$ cat config.mk
export PLATFORM = sky130hd
export DESIGN_NAME = bpfa_datapath
export DESIGN_NICKNAME = d
export VERILOG_FILES = /design/src/design/bpfa_pkg.sv /design/src/design/bpfa_datapath.sv
export SDC_FILE = /design/constraint.sdc
export NUM_CORES = 2
export LEC_CHECK = 0
export BUFFER_PORTS_ARGS = -buffer_cell sky130_fd_sc_hd__buf_2
export CORE_UTILIZATION = 45
export DETAILED_ROUTE_END_ITERATION = 10
export SLEW_MARGIN = 10
export SYNTH_ARGS = -nofsm -noshare
export SYNTH_HDL_FRONTEND = slang
export SYNTH_SLANG_ARGS = --single-unit
$ cat constraint.sdc
create_clock -name clk -period 11.45 [get_ports clk]
set_clock_uncertainty 0.1 [all_clocks]
set_input_delay 0.5725 -clock clk [delete_from_list [all_inputs] [get_ports clk]]
set_output_delay 0.5725 -clock clk [all_outputs]
set_load 0.02 [all_outputs]
$ cat src/design/bpfa_pkg.sv
// Shared types and constants for the bitmap page frame allocator.
package bpfa_pkg;

    // Width of the page count register.
    localparam int CFG_W = 13;
    // Reset value of the page count register.
    localparam logic [CFG_W-1:0] TOTAL_PAGES_RESET = 13'd4096;
    // One map word holds the reserved bits of this many pages.
    localparam int WORD_W = 64;
    // Bits that select a page inside a map word.
    localparam int BIT_W = 6;
    // Width of the returned page address.
    localparam int PADDR_W = 24;
    // Width of the address and length fields of a request.
    localparam int BYTE_W = 32;

    // Request opcodes.
    typedef enum logic [1:0] {
        CMD_MARK_AVAIL    = 2'd0,
        CMD_MARK_RESERVED = 2'd1,
        CMD_ALLOC         = 2'd2,
        CMD_FREE          = 2'd3
    } cmd_t;

    // One request.
    typedef struct packed {
        cmd_t              command;
        logic [BYTE_W-1:0] address;
        logic [BYTE_W-1:0] length;
    } req_t;

    // One result.
    typedef struct packed {
        logic [PADDR_W-1:0] page_address;
        logic               ok;
    } result_t;

    // Commands from the controller to the datapath.
    typedef struct packed {
        logic clr_step;
        logic load;
        logic prep;
        logic walk;
    } dp_ctrl_t;

    // Status from the datapath to the controller.
    typedef struct packed {
        logic clr_last;
        logic walk_done;
    } dp_stat_t;

endpackage

$ cat src/design/bpfa_datapath.sv
// Datapath of the bitmap page frame allocator: page map memory, span math and word walk.
module bpfa_datapath
    import bpfa_pkg::*;
#(
    parameter int MAX_PAGES  = 4096,
    parameter int PAGE_SHIFT = 12
)
(
    input  logic             clk,
    input  logic             rst_n,
    input  logic             cfg_we,
    input  logic [CFG_W-1:0] cfg_wdata,
    input  req_t             req,
    input  dp_ctrl_t         ctrl,
    output dp_stat_t         stat,
    output result_t          result
);

    localparam int MAP_WORDS = MAX_PAGES / WORD_W;
    localparam int AW        = (MAP_WORDS > 1) ? $clog2(MAP_WORDS) : 1;
    localparam int FPW       = AW + BIT_W;
    localparam int PW        = ((34 - PAGE_SHIFT) > 17) ? (34 - PAGE_SHIFT) : 17;
    localparam logic [PW-1:0]     MAX_PAGES_P = PW'(MAX_PAGES);
    localparam logic [BYTE_W:0]   ROUND_ADD   = (BYTE_W + 1)'((64'd1 << PAGE_SHIFT) - 64'd1);
    localparam logic [AW-1:0]     LAST_WORD   = AW'(MAP_WORDS - 1);
    localparam logic [BIT_W-1:0]  TOP_BIT     = BIT_W'(WORD_W - 1);

    // Page map memory.
    logic [WORD_W-1:0] map_mem [MAP_WORDS];
    logic [WORD_W-1:0] rd_data_reg;

    // Control registers.
    logic [CFG_W-1:0] total_pages_reg;
    logic [AW-1:0]    clr_reg;
    logic             iss_active_reg;
    logic             s1_valid_reg;
    logic             found_reg;

    // Payload registers.
    cmd_t             cmd_reg;
    logic [PW-1:0]    first_reg;
    logic [PW-1:0]    count_reg;
    logic [PW-1:0]    lim_reg;
    logic [PW-1:0]    end_reg;
    logic [AW-1:0]    iss_word_reg;
    logic [AW-1:0]    s1_word_reg;
    logic [FPW-1:0]   page_reg;

    logic [CFG_W-1:0]  tp_round;
    logic [PW-1:0]     lim_next;
    logic [PW-1:0]     first_next;
    logic [PW-1:0]     count_next;
    logic [BYTE_W:0]   len_up_sum;
    logic [PW-1:0]     span_sum;
    logic [PW-1:0]     end_next;
    logic [PW-1:0]     end_m1;
    logic [AW-1:0]     first_word;
    logic [AW-1:0]     last_word;
    logic [BIT_W-1:0]  lo_bit;
    logic [BIT_W-1:0]  hi_bit;
    logic [WORD_W-1:0] mask;
    logic [WORD_W-1:0] free_bits;
    logic [WORD_W-1:0] low_one;
    logic [BIT_W-1:0]  bit_idx;
    logic              rd_en;
    logic              s1_active;
    logic              found_now;
    logic              mem_we;
    logic [AW-1:0]     mem_waddr;
    logic [WORD_W-1:0] mem_wdata;
    logic [31:0]       page_full;

    // Usable page limit: page count rounded down to a multiple of 8, capped at the map size.
    always_comb
    begin
        tp_round = {total_pages_reg[CFG_W-1:3], 3'b000};
        lim_next = (PW'(tp_round) > MAX_PAGES_P) ? MAX_PAGES_P : PW'(tp_round);
    end

    // First page and page count of the request.
    always_comb
    begin
        len_up_sum = {1'b0, req.length} + ROUND_ADD;
        first_next = PW'(req.address >> PAGE_SHIFT);
        count_next = '0;
        unique case (req.command)
            CMD_MARK_AVAIL:    count_next = PW'(req.length >> PAGE_SHIFT);
            CMD_MARK_RESERVED: count_next = PW'(len_up_sum >> PAGE_SHIFT);
            CMD_ALLOC:
            begin
                first_next = '0;
                count_next = MAX_PAGES_P;
            end
            CMD_FREE:          count_next = PW'(1);
            default:           count_next = '0;
        endcase
    end

    // End of the span, clipped to the limit; equal to the first page when empty.
    always_comb
    begin
        span_sum = first_reg + count_reg;
        if (first_reg >= lim_reg)
        begin
            end_next = first_reg;
        end
        else if (span_sum > lim_reg)
        begin
            end_next = lim_reg;
        end
        else
        begin
            end_next = span_sum;
        end
    end

    // Bit mask of the span inside the word under work.
    always_comb
    begin
        end_m1     = end_reg - PW'(1);
        first_word = first_reg[FPW-1:BIT_W];
        last_word  = end_m1[FPW-1:BIT_W];
        lo_bit     = (s1_word_reg == first_word) ? first_reg[BIT_W-1:0] : '0;
        hi_bit     = (s1_word_reg == last_word) ? end_m1[BIT_W-1:0] : TOP_BIT;
        mask       = ({WORD_W{1'b1}} << lo_bit) & ({WORD_W{1'b1}} >> (TOP_BIT - hi_bit));
    end

    // Lowest free page inside the span of the word under work.
    always_comb
    begin
        free_bits = ~rd_data_reg & mask;
        low_one   = free_bits & (~free_bits + WORD_W'(1));
        bit_idx   = '0;
        for (int i = 0; i < WORD_W; i++)
        begin
            if (low_one[i])
            begin
                bit_idx = bit_idx | BIT_W'(i);
            end
        end
    end

    assign rd_en     = ctrl.walk && iss_active_reg;
    assign s1_active = ctrl.walk && s1_valid_reg;
    assign found_now = s1_active && (cmd_reg == CMD_ALLOC) && (|free_bits);

    // Memory write: clearing pass or read-modify-write of a walked word.
    always_comb
    begin
        mem_we    = 1'b0;
        mem_waddr = s1_word_reg;
        mem_wdata = rd_data_reg;
        if (ctrl.clr_step)
        begin
            mem_we    = 1'b1;
            mem_waddr = clr_reg;
            mem_wdata = {WORD_W{1'b1}};
        end
        else if (s1_active)
        begin
            unique case (cmd_reg)
                CMD_MARK_AVAIL, CMD_FREE:
                begin
                    mem_we    = 1'b1;
                    mem_wdata = rd_data_reg & ~mask;
                end
                CMD_MARK_RESERVED:
                begin
                    mem_we    = 1'b1;
                    mem_wdata = rd_data_reg | mask;
                end
                CMD_ALLOC:
                begin
                    mem_we    = found_now;
                    mem_wdata = rd_data_reg | low_one;
                end
                default:
                begin
                    mem_we = 1'b0;
                end
            endcase
        end
    end

    // Page map storage with a registered read port.
    always_ff @(posedge clk)
    begin
        if (mem_we)
        begin
            map_mem[mem_waddr] <= mem_wdata;
        end
        if (rd_en)
        begin
            rd_data_reg <= map_mem[iss_word_reg];
        end
    end

    // Control registers.
    always_ff @(posedge clk or negedge rst_n)
    begin
        if (!rst_n)
        begin
            total_pages_reg <= TOTAL_PAGES_RESET;
            clr_reg         <= '0;
            iss_active_reg  <= 1'b0;
            s1_valid_reg    <= 1'b0;
            found_reg       <= 1'b0;
        end
        else
        begin
            if (cfg_we)
            begin
                total_pages_reg <= cfg_wdata;
            end
            if (ctrl.clr_step)
            begin
                clr_reg <= clr_reg + AW'(1);
            end
            if (ctrl.load)
            begin
                found_reg <= 1'b0;
            end
            if (ctrl.prep)
            begin
                iss_active_reg <= (end_next != first_reg);
                s1_valid_reg   <= 1'b0;
            end
            else if (ctrl.walk)
            begin
                if (found_now)
                begin
                    iss_active_reg <= 1'b0;
                    s1_valid_reg   <= 1'b0;
                    found_reg      <= 1'b1;
                end
                else
                begin
                    s1_valid_reg <= iss_active_reg;
                    if (iss_active_reg && (iss_word_reg == last_word))
                    begin
                        iss_active_reg <= 1'b0;
                    end
                end
            end
        end
    end

    // Payload registers.
    always_ff @(posedge clk)
    begin
        lim_reg <= lim_next;
        if (ctrl.load)
        begin
            cmd_reg   <= req.command;
            first_reg <= first_next;
            count_reg <= count_next;
        end
        if (ctrl.prep)
        begin
            end_reg      <= end_next;
            iss_word_reg <= first_reg[FPW-1:BIT_W];
        end
        else if (rd_en)
        begin
            iss_word_reg <= iss_word_reg + AW'(1);
        end
        if (ctrl.walk)
        begin
            s1_word_reg <= iss_word_reg;
        end
        if (found_now)
        begin
            page_reg <= {s1_word_reg, bit_idx};
        end
    end

    // Status and result.
    always_comb
    begin
        stat.clr_last       = (clr_reg == LAST_WORD);
        stat.walk_done      = !iss_active_reg && !s1_valid_reg;
        page_full           = 32'(page_reg) << PAGE_SHIFT;
        result.page_address = found_reg ? page_full[PADDR_W-1:0] : '0;
        result.ok           = (cmd_reg != CMD_ALLOC) || found_reg;
    end

    // A word is processed only after its read was issued.
    assert property (@(posedge clk) disable iff (!rst_n)
        s1_valid_reg |-> $past(iss_active_reg))
        else $error("word processed without an issued read");

    // Only an allocate request can find a page.
    assert property (@(posedge clk) disable iff (!rst_n)
        $rose(found_reg) |-> (cmd_reg == CMD_ALLOC))
        else $error("page found outside an allocate request");

endmodule

==> summary.txt <==
CTS
  – Worst skew pair latency: 1.01 ns
  – Clock Root Buffer: clkbuf_16
  – Post-CTS resize count: 0
  – Reg clk slew, reported paths: 0.06 ns
  – TritonCTS clock tree: built
  – CTS Buf Count: about 430
  – CTS sink count: 4268
  – CTS Buffer Depth: 4
  – H-tree Lvls: 5

Power
  – Pwr Total: 35.9 mW
  – VDD IR-drop max: between 100 and 150 µV
  – P_leak: around 59 nW
  – PD cells: approximately 190 nW/µm²

Timing
  – Final Cycle Share: 81.5%
  – Min Clock Period, post-route: around 9.3 ns
  – Final setup violation count: 0
  – Setup total negative slack: 0 ns
  – Unrepaired setup endpoints after global routing: false
  – Final slew viol count: 0
  – Highest Clock Rate: 107 MHz
  – Hold Vio Cnt, Final: 0
  – Slew margin rel.: 14.1%
  – Min Hold Slack: 0.0608 ns
  – Worst-margin pin slew: roughly 1.3 ns

Place
  – Gp weighted congestion: 0.980
  – Area after DPL: 178000 µm²
  – Dpl hpwl: 289000 µm
  – Number of port buffers: 85

Global routing
  – Initial antenna violation count: 36
  – First-pass GRT wire length: about 700000 µm
  – Gr usage total: 25.9%
  – Vias in the first global route: approximately 85000
  – Global route total overflow: 0
  – Pin count of the biggest net entering global routing: roughly 110

Drt
  – Final WL: 493000 µm
  – Initial DRT Pass Iterations: 5
  – Initial DRC count: 10617
  – DR vias/cell: 6.27
  – Vias post-DR: 84621
  – DRT antenna net count: 0
  – Per-cell routed wire length: 36.5 µm
  – Residual DRC: 0

Final layout
  – Share of cells above drive strength 1: 29.7%
  – Max reg flops: 4096
  – Final instance area: 192000 µm²
  – Fillers: 29004
  – Most frequent cells in the layout: edfxtp_1 (4239), mux4_2 (1344), clkbuf_16 (427), buf_4 (306), nand2_1 (198)
  – Number of nets in the layout: 8217
  – Layout area overhead: 13.4%
  – Most common cell after layout, fill and taps aside: edfxtp_1

Worst setup path
  – CP peak stage delay: 0.82 ns
  – CP max stage cell: nor4_1
  – Critical-path cell list: inv_1, ha_1, or4b_1, o41ai_2, a21oi_1, nor4_4, nand3_2, o32ai_2, o21ai_1, nor4_1, and2_1, nand4_1, o21a_1, nor2_8, buf_4, nor3_2, buf_4, buf_4
  – Crit end category: flop
  – CP arrival: 9.82 ns
  – Most common cell on crit path: buf_4
  – Crit path kind: flop to flop
  – Crit start category: flop
  – R2r setup slk: 2.12 ns
  – CP max FO: between 40 and 50
  – Req. time, crit path: 11.94 ns

Yosys
  – Yosys synthesis warning count: 0
  – Ys flop type: edfxtp_1
  – FFs w/ async S/R, synth: 0.445%
  – Mean post-synth cell area: 22.2 µm²
  – Netlist Area Pre-Place: ~170000 µm²
  – Seq cells post-synth: between 4000 and 5000
  – Part of the Yosys area used for sequential elements: 75.5%
  – Yosys cell types: 102
  – Post-Syn Instances: 7617
  – EDFF count, synth: 4239

Min path
  – Worst Hold Class: input pin to asynchronous set/reset pin

Floorplan
  – Initial core utilization: a little under half
  – Die width: 616 µm
  – Row cnt: 224
  – Die Y: 616 µm
  – IO Count: 113
  – Core area: 374000 µm²
  – Die area: 379000 µm²

Outcome
  – Status: completed

Job
  – Total of max-cap violations: 0
metal layers:
metal	global-route usage, %	up-vias	routed length [µm]
li1	-	33623	-
met1	36.6	46576	202000
met2	41.9	3699	239000
met3	3.15	721	33300
met4	9.10	2	19300
met5	0	-	17
where the power goes:
| group | switching [mW] | internal (mW) |
|---|---|---|
| registers | 0.158 | 17.7 |
| logic | 2.71 | 1.62 |
| clock network | 5.97 | 7.69 |
Yosys cell counts (13+ instances only):
cell / n / area share [%]
mux4_2: 1344 / 18
nand2b_1: 20 / 0.074
mux2_2: 15 / 0.10
nor2b_1: 19 / 0.070
or4_1: 15 / 0.066
nand2_1: 211 / 0.47
nand4_1: 35 / 0.13
a31oi_1: 14 / 0.052
edfxtp_1: 4239 / 75
buf_4: 13 / 0.058
nand3_1: 60 / 0.18
and2_1: 53 / 0.20
nor3_1: 111 / 0.33
or2_2: 16 / 0.059
or3_1: 14 / 0.052
a21o_1: 17 / 0.075
buf_1: 102 / 0.23
clkbuf_1: 288 / 0.64
a21oi_1: 132 / 0.39
nor2_1: 178 / 0.39
o22ai_1: 38 / 0.14
dfrtp_1: 18 / 0.27
o21ai_1: 15 / 0.044
inv_1: 47 / 0.10
xnor2_1: 43 / 0.22
o21ai_0: 151 / 0.45
ha_1: 44 / 0.32
o31ai_1: 17 / 0.075
o211ai_1: 13 / 0.058
o21a_1: 19 / 0.084
a211oi_1: 23 / 0.10
nor4_1: 26 / 0.096
xor2_1: 35 / 0.18
mux2i_1: 13 / 0.077
area by class of cell:
type	count	area, µm²	area share, %
tap	4972	6220	3.24
antenna	85	213	0.111
multi-input combinational	2887	40400	21.0
clock buffer	524	11100	5.76
clock inverter	259	2600	1.35
sequential	4268	128000	66.6
timing repair buffer	452	3500	1.82
inverter	51	194	0.101
worst max-delay path: cells and delay by family, from the launching register on:
kind	cells	cell delay (ns)
flops	1	0.57
simple gates	8	4.62
buf+inv	4	1.20
compound gates	5	1.63
fa+ha+maj	1	0.53
worst paths after layout:
kind	from	end	depth (start not counted)
max	end_reg[0]$_DFFE_PP_	map_mem[43][16]$_DFFE_PP_	18
min	rst_n	total_pages_reg[5]$_DFFE_PN0P_	2
max reg2reg	end_reg[0]$_DFFE_PP_	map_mem[43][16]$_DFFE_PP_	18
min reg2reg	total_pages_reg[12]$_DFFE_PN1P_	lim_reg[12]$_SDFF_PN1_	0
max in group asynchronous	rst_n	clr_reg[0]$_DFFE_PN0P_	2
min in group clk	req[15]	count_reg[3]$_DFFE_PP_	3
cell families (layout without fill, tap and decap cells):
| kind of cell | after synthesis | count (layout) | synth area share, % |
|---|---|---|---|
| compound gates | 548 | 548 | 2.07 |
| simple gates | 831 | 831 | 2.51 |
| flops | 4268 | 4268 | 75.5 |
| fa+ha+maj | 45 | 45 | 0.337 |
| mux | 1372 | 1372 | 18.0 |
| xor+xnor | 79 | 79 | 0.416 |
| buf+inv | 473 | 1286 | 1.12 |
| other cells | 1 | 97 | 0.00221 |
timing repair:
action	4_1_cts	5_1_grt
hold buffers	44	0
hold endpoints to repair	57	0
setup buffers	0	0
metrics by stage:
step / worst slack (ns) / std cells / utilization, %
6_report: 2.12 / 13498 / 51.4
5_1_grt: 2.05 / 13483 / 51.4
4_1_cts: 2.43 / 13413 / 51.4
3_5_place_dp: 2.44 / 12586 / 47.6
3_3_place_gp: 2.57 / 12586 / 47.6
2_1_floorplan: 2.33 / 7628 / -
(Power assumes the default switching activity.)
