===== config.mk =====
export PLATFORM = sky130hd
export DESIGN_NAME = bpfa_ctrl
export DESIGN_NICKNAME = d
export VERILOG_FILES = /design/src/design/bpfa_pkg.sv /design/src/design/bpfa_ctrl.sv
export SDC_FILE = /design/constraint.sdc
export NUM_CORES = 1
export LEC_CHECK = 0
export ABC_AREA = 1
export BUFFER_PORTS_ARGS = -buffer_cell sky130_fd_sc_hd__clkbuf_2
export CORE_AREA = 8 8 45 47
export DETAILED_ROUTE_END_ITERATION = 8
export DIE_AREA = 0 0 53 55
export HOLD_SLACK_MARGIN = 0.15
export MAX_ROUTING_LAYER = met4
export PLACE_DENSITY = 0.44
export SYNTH_ARGS = -nofsm -noshare
export SYNTH_HDL_FRONTEND = slang
export SYNTH_SLANG_ARGS = --single-unit

===== constraint.sdc =====
create_clock -name clk -period 1.7 [get_ports clk]
set_clock_uncertainty 0.2 [all_clocks]
set_input_delay 0.085 -clock clk [delete_from_list [all_inputs] [get_ports clk]]
set_output_delay 0.085 -clock clk [all_outputs]
set_load 0.02 [all_outputs]

===== src/design/bpfa_pkg.sv =====
// Shared types and constants for the bitmap page frame allocator.
package bpfa_pkg;

    // Width of the page count register.
    localparam int CFG_W = 13;
    // Reset value of the page count register.
    localparam logic [CFG_W-1:0] TOTAL_PAGES_RESET = 13'd4096;
    // One map word holds the reserved bits of this many pages.
    localparam int WORD_W = 64;
    // Bits that select a page inside a map word.
    localparam int BIT_W = 6;
    // Width of the returned page address.
    localparam int PADDR_W = 24;
    // Width of the address and length fields of a request.
    localparam int BYTE_W = 32;

    // Request opcodes.
    typedef enum logic [1:0] {
        CMD_MARK_AVAIL    = 2'd0,
        CMD_MARK_RESERVED = 2'd1,
        CMD_ALLOC         = 2'd2,
        CMD_FREE          = 2'd3
    } cmd_t;

    // One request.
    typedef struct packed {
        cmd_t              command;
        logic [BYTE_W-1:0] address;
        logic [BYTE_W-1:0] length;
    } req_t;

    // One result.
    typedef struct packed {
        logic [PADDR_W-1:0] page_address;
        logic               ok;
    } result_t;

    // Commands from the controller to the datapath.
    typedef struct packed {
        logic clr_step;
        logic load;
        logic prep;
        logic walk;
    } dp_ctrl_t;

    // Status from the datapath to the controller.
    typedef struct packed {
        logic clr_last;
        logic walk_done;
    } dp_stat_t;

endpackage


===== src/design/bpfa_ctrl.sv =====
// Controller state machine of the bitmap page frame allocator.
module bpfa_ctrl
    import bpfa_pkg::*;
(
    input  logic     clk,
    input  logic     rst_n,
    input  logic     start,
    input  dp_stat_t stat,
    output dp_ctrl_t ctrl,
    output logic     busy,
    output logic     done
);

    typedef enum logic [1:0] {
        ST_CLEAR,
        ST_IDLE,
        ST_SETUP,
        ST_WALK
    } state_t;

    state_t state_reg;
    logic   done_reg;

    // State and the result strobe.
    always_ff @(posedge clk or negedge rst_n)
    begin
        if (!rst_n)
        begin
            state_reg <= ST_CLEAR;
            done_reg  <= 1'b0;
        end
        else
        begin
            done_reg <= 1'b0;
            unique case (state_reg)
                ST_CLEAR:
                begin
                    if (stat.clr_last)
                    begin
                        state_reg <= ST_IDLE;
                    end
                end
                ST_IDLE:
                begin
                    if (start)
                    begin
                        state_reg <= ST_SETUP;
                    end
                end
                ST_SETUP:
                begin
                    state_reg <= ST_WALK;
                end
                ST_WALK:
                begin
                    if (stat.walk_done)
                    begin
                        state_reg <= ST_IDLE;
                        done_reg  <= 1'b1;
                    end
                end
                default:
                begin
                    state_reg <= ST_CLEAR;
                end
            endcase
        end
    end

    // Datapath commands decoded from the state.
    always_comb
    begin
        ctrl.clr_step = (state_reg == ST_CLEAR);
        ctrl.load     = (state_reg == ST_IDLE) && start;
        ctrl.prep     = (state_reg == ST_SETUP);
        ctrl.walk     = (state_reg == ST_WALK);
    end

    assign busy = (state_reg != ST_IDLE);
    assign done = done_reg;

    // A result only follows the end of a map walk.
    assert property (@(posedge clk) disable iff (!rst_n)
        done_reg |-> $past(state_reg == ST_WALK))
        else $error("result strobe without a finished walk");

    // While idle the datapath has no read in flight.
    assert property (@(posedge clk) disable iff (!rst_n)
        (state_reg == ST_IDLE) |-> stat.walk_done)
        else $error("datapath active while controller is idle");

endmodule


==> results of run 1 <==
[cells in the final DEF (no fill, tap or decap)]
master	netlist	routed
nand3_2	1	1
dfrtp_1	3	3
dlygate4sd3_1	0	5
clkbuf_4	0	3
clkbuf_2	0	10
clkbuf_1	0	1
nand2_2	3	3
ha_1	4	4
nand2_1	6	6
nand4_1	2	2
inv_1	8	8
[routing by layer]
layer | GRT usage | up-vias | wire (µm)
li1 | - | 116 | -
met1 | 0.04128 | 91 | 213
met2 | 0.06055 | 7 | 225
met3 | 0.02941 | 0 | 59
met4 | 0.03879 | 0 | 0
met5 | - | - | 0
[cell families after synthesis]
family        count (synthesis)  synth area share
buf+inv                       8            0.1371
fa+ha+maj                     4            0.2286
flops                         3            0.3428
simple gates                 12            0.2914
[tightest hold or removal path, delay by kind of cell (launching register included)]
kind	cells	cell delay [ns]
and+or+nand+nor	2	0.13
DFF	1	0.38
[per-stage QoR]
step / setup WS, ns / hold slack [ns] / area (µm²) / cells
after floorplan: 0.3942 / -0.4106 / 219.0 / 27
after global placement: 0.4067 / -0.3142 / 289.0 / 53
after detailed placement: 0.4079 / -0.3140 / 289.0 / 53
after CTS: 0.2029 / 0.3513 / 365.4 / 62
after global routing: 0.1196 / 0.3588 / 365.4 / 62
final: 0.2317 / 0.3385 / 365.4 / 62
[report_power, final]
group / internal (mW) / total, mW / switching [mW]
combinational: 0.133 / 0.356 / 0.222
clock: 0.0879 / 0.124 / 0.0364
sequential: 0.105 / 0.133 / 0.0282
total: 0.326 / 0.613 / 0.287
[area by class of cell]
type                       count  share of cell area
sequential                     3              0.2055
tap                           16             0.05479
timing repair buffer          15              0.2740
inverter                       8             0.08219
clock buffer                   4             0.07192
multi-input combinational     16              0.3116
[worst min path at each step]
stage                            start            to  slack [ns]
after floorplan                  rst_n          done       -0.41
after global placement           rst_n  state_reg[1]       -0.31
after detailed placement         rst_n          done       -0.31
after CTS                 state_reg[1]  state_reg[1]        0.35
after global routing      state_reg[1]  state_reg[1]        0.36
final                     state_reg[1]  state_reg[1]        0.34
[cells in the mapped netlist, drive strengths merged]
master | number | area [µm²]
dfrtp | 3 | 75.07
nand2 | 9 | 41.29
ha | 4 | 50.05
inv | 8 | 30.03
nand3 | 1 | 10.01
nand4 | 2 | 12.51
==> impl_results.md, run 1 <==
- Layout cell share with drive strength beyond 1: 0.3696
- Setup TNS: 0 ns
- Port bufs: 10
- Worst r2r path cells: 6
- RSZ-0062 raised after global routing: false
- Placer Congestion: roughly 0.68
- CTS buffer count: 3
- Number of global-route vias before repair: between 200 and 250
- Post-detailed-route count of antenna-violating nets: 0
- Post-CTS setup buffer count: 0
- Max Clock Freq: 681.0 MHz
- Nature of the critical path endpoint: primary output
- Reg2reg start: state_reg[1]
- NumNets Final: 56
- CP Class: reg -> out
- Post-synthesis cell count: 27
- Num ports: 11
- Min Tclk post-route: ~1.5 ns
- CP Depth: 5
- Yosys warns: 0
- CP Launch Type: flip-flop
- FILL cells: approximately 150
- Clk root buf: clkbuf_4
- Rel. slew slack: 0.9115
- Worst Path Required: approximately 1.4 ns
- Iter 0 DRT Violations: 2
- Sequential share of the synthesized area: 0.3429
- R2R setup slack: approximately 0.42 ns
- Clk pin slew, worst setup/hold paths: about 0.030 ns
- Largest net degree at the start of global routing: 5
- Crit Path Max Fanout: 4
- DR WL/cell: around 8 µm
- First-pass GRT wire length: between 800 and 900 µm
- Number of synthesized register bits: 3
- Finish-stage setup viols: 0
- Worst hold-check path type: reg -> reg
- Post_cts resized: 0
- Util after Layout: 0.2640
- Clock Sinks: 3
- Area of the die: about 3000 µm²
- Crit path capture: ctrl[2]
- Die height: between 50 and 60 µm
- Worst path slowest cell: dfrtp_1
- Synthesized Nets: 36
- CTS tree: yes
- Initial core utilization: 0.1582
- Mean Syn Cell Area: between 8 and 9 µm²
- Grt total ovfl: 0
- Die X: ~53 µm
- H-tree depth: 1
- Synthesized cell area: roughly 220 µm²
- LEAKAGE: approximately 0.23 nW
- Clk Latency, worst-skew pair: between 0.2 and 0.25 ns
- Most used cell, CP: inv_1
- Final period utilization: 0.8637
- Worst-Margin Slew: between 0.1 and 0.15 ns
- Critical Path Source: state_reg[1]
- Peak VDD IR: 493.3 µV
- Status: finished, final reports clean
- CTS max path bufs: 2
- CP max stage delay: roughly 0.40 ns
- P&R area growth vs syn: 66.86%
- Pwr Total: between 600 and 700 µW
- Synth unique cells: 7
- Max cap viols: 0
- Drt total wl: about 500 µm
- Sequential Area: around 75 µm²
- Max reg flops: 2
- Antenna diode count: 0
- Total number of vias: 214
- Antenna violations before repair: 0
- Multi-input combinational cell area: roughly 110 µm²
- HPWL Detailed: between 400 and 500 µm
- Final hold vios: 0
- Worst path arrival time: 1.18 ns
- Fin. max-slew vios: 0
- Router iterations before antenna repair: 2
- Top delay family on crit path: flip-flops
- Drt via density: approximately 3.5
- Worst-path cell chain: inv_1 -> ha_1 -> nand2_1 -> inv_1 -> clkbuf_2
- Cts-stage hold buffer count: 5
- Core area: approximately 1400 µm²
- Tot GR Track Use: 0.04402
- Residual DRC: 0
- Power Density: between 1500 and 2000 nW/µm²
- Row count: 14
- Worst R2R End: state_reg[0]
- Buf/Inv on CP: 3
- Worst hold path stage count: 2
No activity file was read; power rests on OpenSTA's default activity.
==> inputs of run 2 (changes only) <==
--- a/config.mk
+++ b/config.mk
@@ -8,6 +8,7 @@
 export ABC_AREA = 1
 export BUFFER_PORTS_ARGS = -buffer_cell sky130_fd_sc_hd__clkbuf_2
 export CORE_AREA = 8 8 45 47
+export CTS_BUF_LIST = sky130_fd_sc_hd__clkbuf_16
 export DETAILED_ROUTE_END_ITERATION = 8
 export DIE_AREA = 0 0 53 55
 export HOLD_SLACK_MARGIN = 0.15
==> run 2 against run 1 <==
  * Critical path depth stayed put
  * Via count is 1.9% higher
  * Sequential cell count stayed put
  * Global-route usage is 0.56 points higher
  * Sequential share of layout area is 2.6 points lower
  * Combinational power hardly changed
  * Register-to-register slack hardly changed
  * Fmax is 0.44% higher
  * Critical endpoint unchanged
  * Largest power group is now clock
==> impl_results.md, run 2 (same netlist as run 1, synthesis figures left out) <==
- Status: finished, final reports clean
- Commonest non-fill, non-tap cell in the layout: clkbuf_2
- Final std cells w/o fill: 62 (unchanged)
- Die height: 55 µm (unchanged)
- Clk root buf: clkbuf_16
- Max Clock Freq: 684.1 MHz (+0.44%)
- Worst Hold Launch: state_reg[1]
- Largest net degree at the start of global routing: 5 (unchanged)
- Most frequent cells in the layout: clkbuf_2 (10), inv_1 (9), nand2_1 (6)
- P&R area growth vs syn: 90.86%
- Residual DRC: 0 (unchanged)
- Reg power frac: 0.155 (-0.062)
- RSZ-0062 raised after global routing: false
- Router iterations before antenna repair: 2 (unchanged)
- Hold slack: 0.3431 ns (+0.004619 ns)
- Switching power share of the total: 0.3711 (-0.09700)
- Peak VDD IR: 838.0 µV (+70%)
- Worst-Margin Slew: 0.1361 ns (+0.003796 ns)
- Final Worst Setup Slack: 0.2382 ns (+0.006487 ns)
- Cell area after layout: 417.9 µm² (+14%)
- Post-CTS setup buffer count: 0 (unchanged)
- Power share of the combinational group: 0.415 (-0.165)
- Post-detailed-route count of antenna-violating nets: 0 (unchanged)
- Setup TNS: 0 ns (unchanged)
- H-tree depth: 1 (unchanged)
- CP Launch Type: flip-flop
- Nature of the critical path endpoint: primary output
- Power Density: 2062 nW/µm² (+23%)
- HPWL Detailed: 406.4 µm (unchanged)
- Port bufs: 10 (unchanged)
- Antenna violations before repair: 0 (unchanged)
- Placer Congestion: 0.6777 (unchanged)
- Pre-CTS setup slack: 0.4079 ns (unchanged)
- Tot GR Track Use: 0.04966 (+0.005643)
- NumNets Final: 56 (unchanged)
- Clock group share of total power: 0.430 (+0.227)
- Core area: 1384 µm² (unchanged)
- CTS max path bufs: 2 (unchanged)
- Crit Path Max Fanout: 4 (unchanged)
- Min Tclk post-route: 1.462 ns (-0.006487 ns)
- Fin. max-slew vios: 0 (unchanged)
- Number of global-route vias before repair: 246 (+2.9%)
- Drt total wl: 533 µm (+7.0%)
- CP Class: reg -> out
- Hold EP: state_reg[1]
- Iter 0 DRT Violations: 2 (unchanged)
- Max cap viols: 0 (unchanged)
- Total number of vias: 218 (+1.9%)
- Die X: 53 µm (unchanged)
- Post-placement cell count: 53 (unchanged)
- Area of the die: 2915 µm² (unchanged)
- Net Switching: 319.8 µW (+11%)
- Row count: 14 (unchanged)
- Initial core utilization: 0.1582 (unchanged)
- Worst r2r path cells: 6 (unchanged)
- Rel. slew slack: 0.9089 (-0.002539)
- Finish-stage setup viols: 0 (unchanged)
- Reg2reg start: state_reg[1]
- Worst hold path stage count: 2 (unchanged)
- Drt via density: 3.516 (+1.9%)
- First-pass GRT wire length: 931 µm (+7.1%)
- Pwr Total: 861.9 µW (+41%)
- Layout cell share with drive strength beyond 1: 0.3696 (unchanged)
- Worst R2R End: state_reg[1]
- Grt total ovfl: 0 (unchanged)
- Num ports: 11 (unchanged)
- Worst path arrival time: 1.18 ns (about the same)
- Clk Latency, worst-skew pair: 0.22 ns (about the same)
- CTS tree: yes
- Final period utilization: 0.8599 (-0.003816)
- Clk pin slew, worst setup/hold paths: 0.03 ns (about the same)
- DR WL/cell: 8.597 µm (+7.0%)
- P_int: 542.1 µW (+66%)
- Util after Layout: 0.3020 (+0.03797)
- Final hold vios: 0 (unchanged)
- Clock Sinks: 3 (unchanged)
- Max reg flops: 2 (unchanged)
- R2R setup slack: 0.42 ns (about the same)
- LEAKAGE: 0.2560 nW (+12%)
- CTS buffer count: 3 (unchanged)
- Worst Path Required: 1.41 ns (about the same)
- Worst hold-check path type: reg -> reg
- Antenna diode count: 0 (unchanged)
- Area after DPL: 289.0 µm² (unchanged)
## run 2: cell count changes in the layout (fill, tap and decap cells not counted), sizes merged
| cell | delta |
|---|---|
| inv | +1 |
| clkbuf | -1 |
## run 2: worst max path at each step
stage	from	to	slack, ns
2_1_floorplan	state_reg[0]	state_reg[0]	0.39
3_3_place_gp	state_reg[0]	state_reg[0]	0.41
3_5_place_dp	state_reg[1]	state_reg[0]	0.41
4_1_cts	state_reg[1]	ctrl[2]	0.22
5_1_grt	state_reg[1]	ctrl[2]	0.14
6_report	state_reg[1]	ctrl[2]	0.24
## run 2: area by class of cell
class / count / area [µm²]
clock buffers: 3 / 75.07
clock inverters: 1 / 3.754
fillers: 143 / 965.9
inverters: 8 / 30.03
multi-input cells: 16 / 113.9
flip-flops and latches: 3 / 75.07
well taps: 16 / 20.02
repair buffers: 15 / 100.1
## run 2: power groups by stage
stage               Sequential (mW)  Combinational (mW)  Clock [mW]
floorplan                     0.136               0.262           0
global placement              0.132               0.366           0
detailed placement            0.134               0.358           0
CTS                           0.134               0.369       0.376
global route                  0.136               0.415       0.383
finish                        0.133               0.358       0.371
## run 2: critical path, stage by stage, from the launching register on
cell	delay, ns
dfrtp_1	0.40
inv_1	0.09
ha_1	0.19
nand2_1	0.07
inv_1	0.05
clkbuf_2	0.16
## run 2: routing by layer
layer	GRT usage	wire, µm	share of wire
met1	0.04434	229	0.43
met2	0.06445	214	0.40
met3	0.03743	69	0.13
met4	0.05172	20	0.038
met5	-	0	0
## run 2: what timing repair did
| item | 4_1_cts | 5_1_grt |
|---|---|---|
| endpoints found under the hold margin | 6 | 0 |
| hold buffers | 5 | 0 |
| gates resized for setup | 0 | 0 |
| endpoints found under the setup margin | 0 | 0 |
==> inputs of run 3 (changes only) <==
==> config.mk (replaced) <==
export PLATFORM = sky130hd
export DESIGN_NAME = bpfa_ctrl
export DESIGN_NICKNAME = d
export VERILOG_FILES = /design/src/design/bpfa_pkg.sv /design/src/design/bpfa_ctrl.sv
export SDC_FILE = /design/constraint.sdc
export NUM_CORES = 1
export LEC_CHECK = 0
export ABC_AREA = 1
export CORE_AREA = 10 10 47 49
export CTS_BUF_LIST = sky130_fd_sc_hd__clkbuf_16
export DETAILED_ROUTE_END_ITERATION = 8
export DIE_AREA = 0 0 57 59
export DONT_BUFFER_PORTS = 1
export HOLD_SLACK_MARGIN = 0.15
export MAX_ROUTING_LAYER = met4
export PLACE_DENSITY = 0.34
export SYNTH_ARGS = -nofsm -noshare
export SYNTH_HDL_FRONTEND = slang
export SYNTH_SLANG_ARGS = --single-unit
==> run 3 against run 2 <==
  * Register-to-register slack got worse by 0.11 ns
  * Critical path depth down 1
  * First-iteration DRC count unchanged
  * Sequential power increased by 7%
  * Critical path type unchanged
  * Largest power group unchanged
==> impl_results.md, run 3 (same netlist as run 1, synthesis figures left out) <==
- Status: finished, final reports clean
- Initial core utilization: 0.1563 (-0.001978)
- CP Launch Type: flip-flop
- Util after Layout: 0.2625 (-0.03949)
- Core area: 1401 µm² (+1.3%)
- Fin. max-slew vios: 0 (unchanged)
- HPWL Detailed: 426.9 µm (+5.0%)
- Peak VDD IR: 882.0 µV (+5.3%)
- Worst R2R End: state_reg[1]
- Port bufs: 0 (-10)
- Net Switching: 309.4 µW (-3.3%)
- Worst r2r path cells: 6 (unchanged)
- Number of global-route vias before repair: 204 (-17%)
- Final std cells w/o fill: 52 (-16%)
- Clk pin slew, worst setup/hold paths: 0.03 ns (about the same)
- H-tree depth: 1 (unchanged)
- Hold EP: state_reg[0]
- Antenna violations before repair: 0 (unchanged)
- P_int: 510.4 µW (-5.8%)
- Crit Path Max Fanout: 4 (unchanged)
- Clock group share of total power: 0.448 (+0.018)
- CTS max path bufs: 2 (unchanged)
- Max reg flops: 2 (unchanged)
- Max cap viols: 0 (unchanged)
- CTS buffer count: 3 (unchanged)
- Worst path arrival time: 1.14 ns (-0.04 ns)
- Clk root buf: clkbuf_16
- FILL cells: 151 (+5.6%)
- P&R area growth vs syn: 68.00%
- Tot GR Track Use: 0.04004 (-0.009626)
- Router iterations before antenna repair: 2 (unchanged)
- Num ports: 11 (unchanged)
- Residual DRC: 0 (unchanged)
- Clock Sinks: 3 (unchanged)
- Worst hold-check path type: reg -> reg
- Iter 0 DRT Violations: 2 (unchanged)
- Finish-stage setup viols: 0 (unchanged)
- Nature of the critical path endpoint: primary output
- Final period utilization: 0.8403 (-0.01961)
- NumNets Final: 46 (-18%)
- Min Tclk post-route: 1.429 ns (-0.03333 ns)
- CTS tree: yes
- Power Density: 2229 nW/µm² (+8.1%)
- Worst hold path stage count: 2 (unchanged)
- Max Clock Freq: 700.0 MHz (+2.3%)
- Multi-input combinational cell area: 113.9 µm² (unchanged)
- Rel. slew slack: 0.8021 (-0.1068)
- Power share of the combinational group: 0.378 (-0.037)
- Final hold vios: 0 (unchanged)
- LEAKAGE: 0.2131 nW (-17%)
- Sequential Area: 75.07 µm² (unchanged)
- First-pass GRT wire length: 917 µm (-1.5%)
- Worst-Margin Slew: 0.2969 ns (+0.1607 ns)
- Post-CTS setup buffer count: 0 (unchanged)
- Drt total wl: 557 µm (+4.5%)
- R2R setup slack: 0.31 ns (-0.11 ns)
- Grt total ovfl: 0 (unchanged)
- Post-detailed-route count of antenna-violating nets: 0 (unchanged)
- Setup TNS: 0 ns (unchanged)
- Post_cts resized: 0 (unchanged)
- Worst Hold Launch: state_reg[0]
- Die height: 59 µm (+7.3%)
- Reg power frac: 0.174 (+0.019)
- Largest net degree at the start of global routing: 5 (unchanged)
- Commonest non-fill, non-tap cell in the layout: inv_1
- Most frequent cells in the layout: inv_1 (9), nand2_1 (6), dlygate4sd3_1 (5)
- DR WL/cell: 10.71 µm (+25%)
- Area of the die: 3363 µm² (+15%)
- RSZ-0062 raised after global routing: false
- Post-placement cell count: 43 (-19%)
- Placer Congestion: 0.6567 (-3.1%)
- Total number of vias: 171 (-22%)
- Antenna diode count: 0 (unchanged)
- Worst Path Required: 1.41 ns (about the same)
- Clk Latency, worst-skew pair: 0.22 ns (about the same)
- Cts-stage hold buffer count: 5 (unchanged)
- Row count: 14 (unchanged)
- Die X: 57 µm (+7.5%)
- Layout cell share with drive strength beyond 1: 0.1944 (-0.1751)
- Switching power share of the total: 0.3774 (+0.006304)
- Drt via density: 3.288 (-6.5%)
- Hold slack: 0.3448 ns (+0.001714 ns)
- CP Class: reg -> out
- Reg2reg start: state_reg[0]
==> run 3: per-stage QoR <==
stage          worst slack [ns]  power (mW)  area (µm²)
2_1_floorplan            0.3942      0.3976       219.0
3_3_place_gp             0.3040      0.4539       239.0
3_5_place_dp             0.2942      0.4541       239.0
4_1_cts                  0.2597      0.8441       367.9
5_1_grt                  0.1706      0.8909       367.9
6_report                 0.2715      0.8198       367.9
==> run 3: area by class of cell <==
class | count | area share
Multi-Input combinational cell | 16 | 0.3095
Clock buffer | 3 | 0.2041
Clock inverter | 1 | 0.01020
Inverter | 8 | 0.08163
Tap cell | 16 | 0.05442
Sequential cell | 3 | 0.2041
Timing Repair Buffer | 5 | 0.1361
==> run 3: worst max-delay path by stage <==
stage               slack [ns]    startpoint  cells after the start           end
floorplan                 0.39  state_reg[0]                      6  state_reg[0]
global placement          0.30  state_reg[0]                      6  state_reg[1]
detailed placement        0.29  state_reg[0]                      6  state_reg[1]
CTS                       0.26  state_reg[1]                      4       ctrl[2]
global route              0.17  state_reg[0]                      6  state_reg[0]
finish                    0.27  state_reg[1]                      4       ctrl[2]
==> run 3: worst max-delay path, cell delays in order, from the launching register on <==
cell	delay, ns
dfrtp_1	0.40
inv_1	0.09
ha_1	0.21
nand2_1	0.07
inv_1	0.15
==> run 3: power by group through the flow <==
stage	Clock, mW	Combinational [mW]	Sequential [mW]
after floorplan	0	0.262	0.136
after global placement	0	0.310	0.143
after detailed placement	0	0.310	0.144
after CTS	0.377	0.323	0.144
after global routing	0.384	0.355	0.151
final	0.368	0.310	0.142
==> run 3: layer usage <==
metal / wire length [µm] / share of wire / track usage
met1: 253 / 0.45 / 0.03695
met2: 214 / 0.38 / 0.04341
met3: 90 / 0.16 / 0.03433
met4: 0 / 0 / 0.05034
met5: 0 / 0 / -
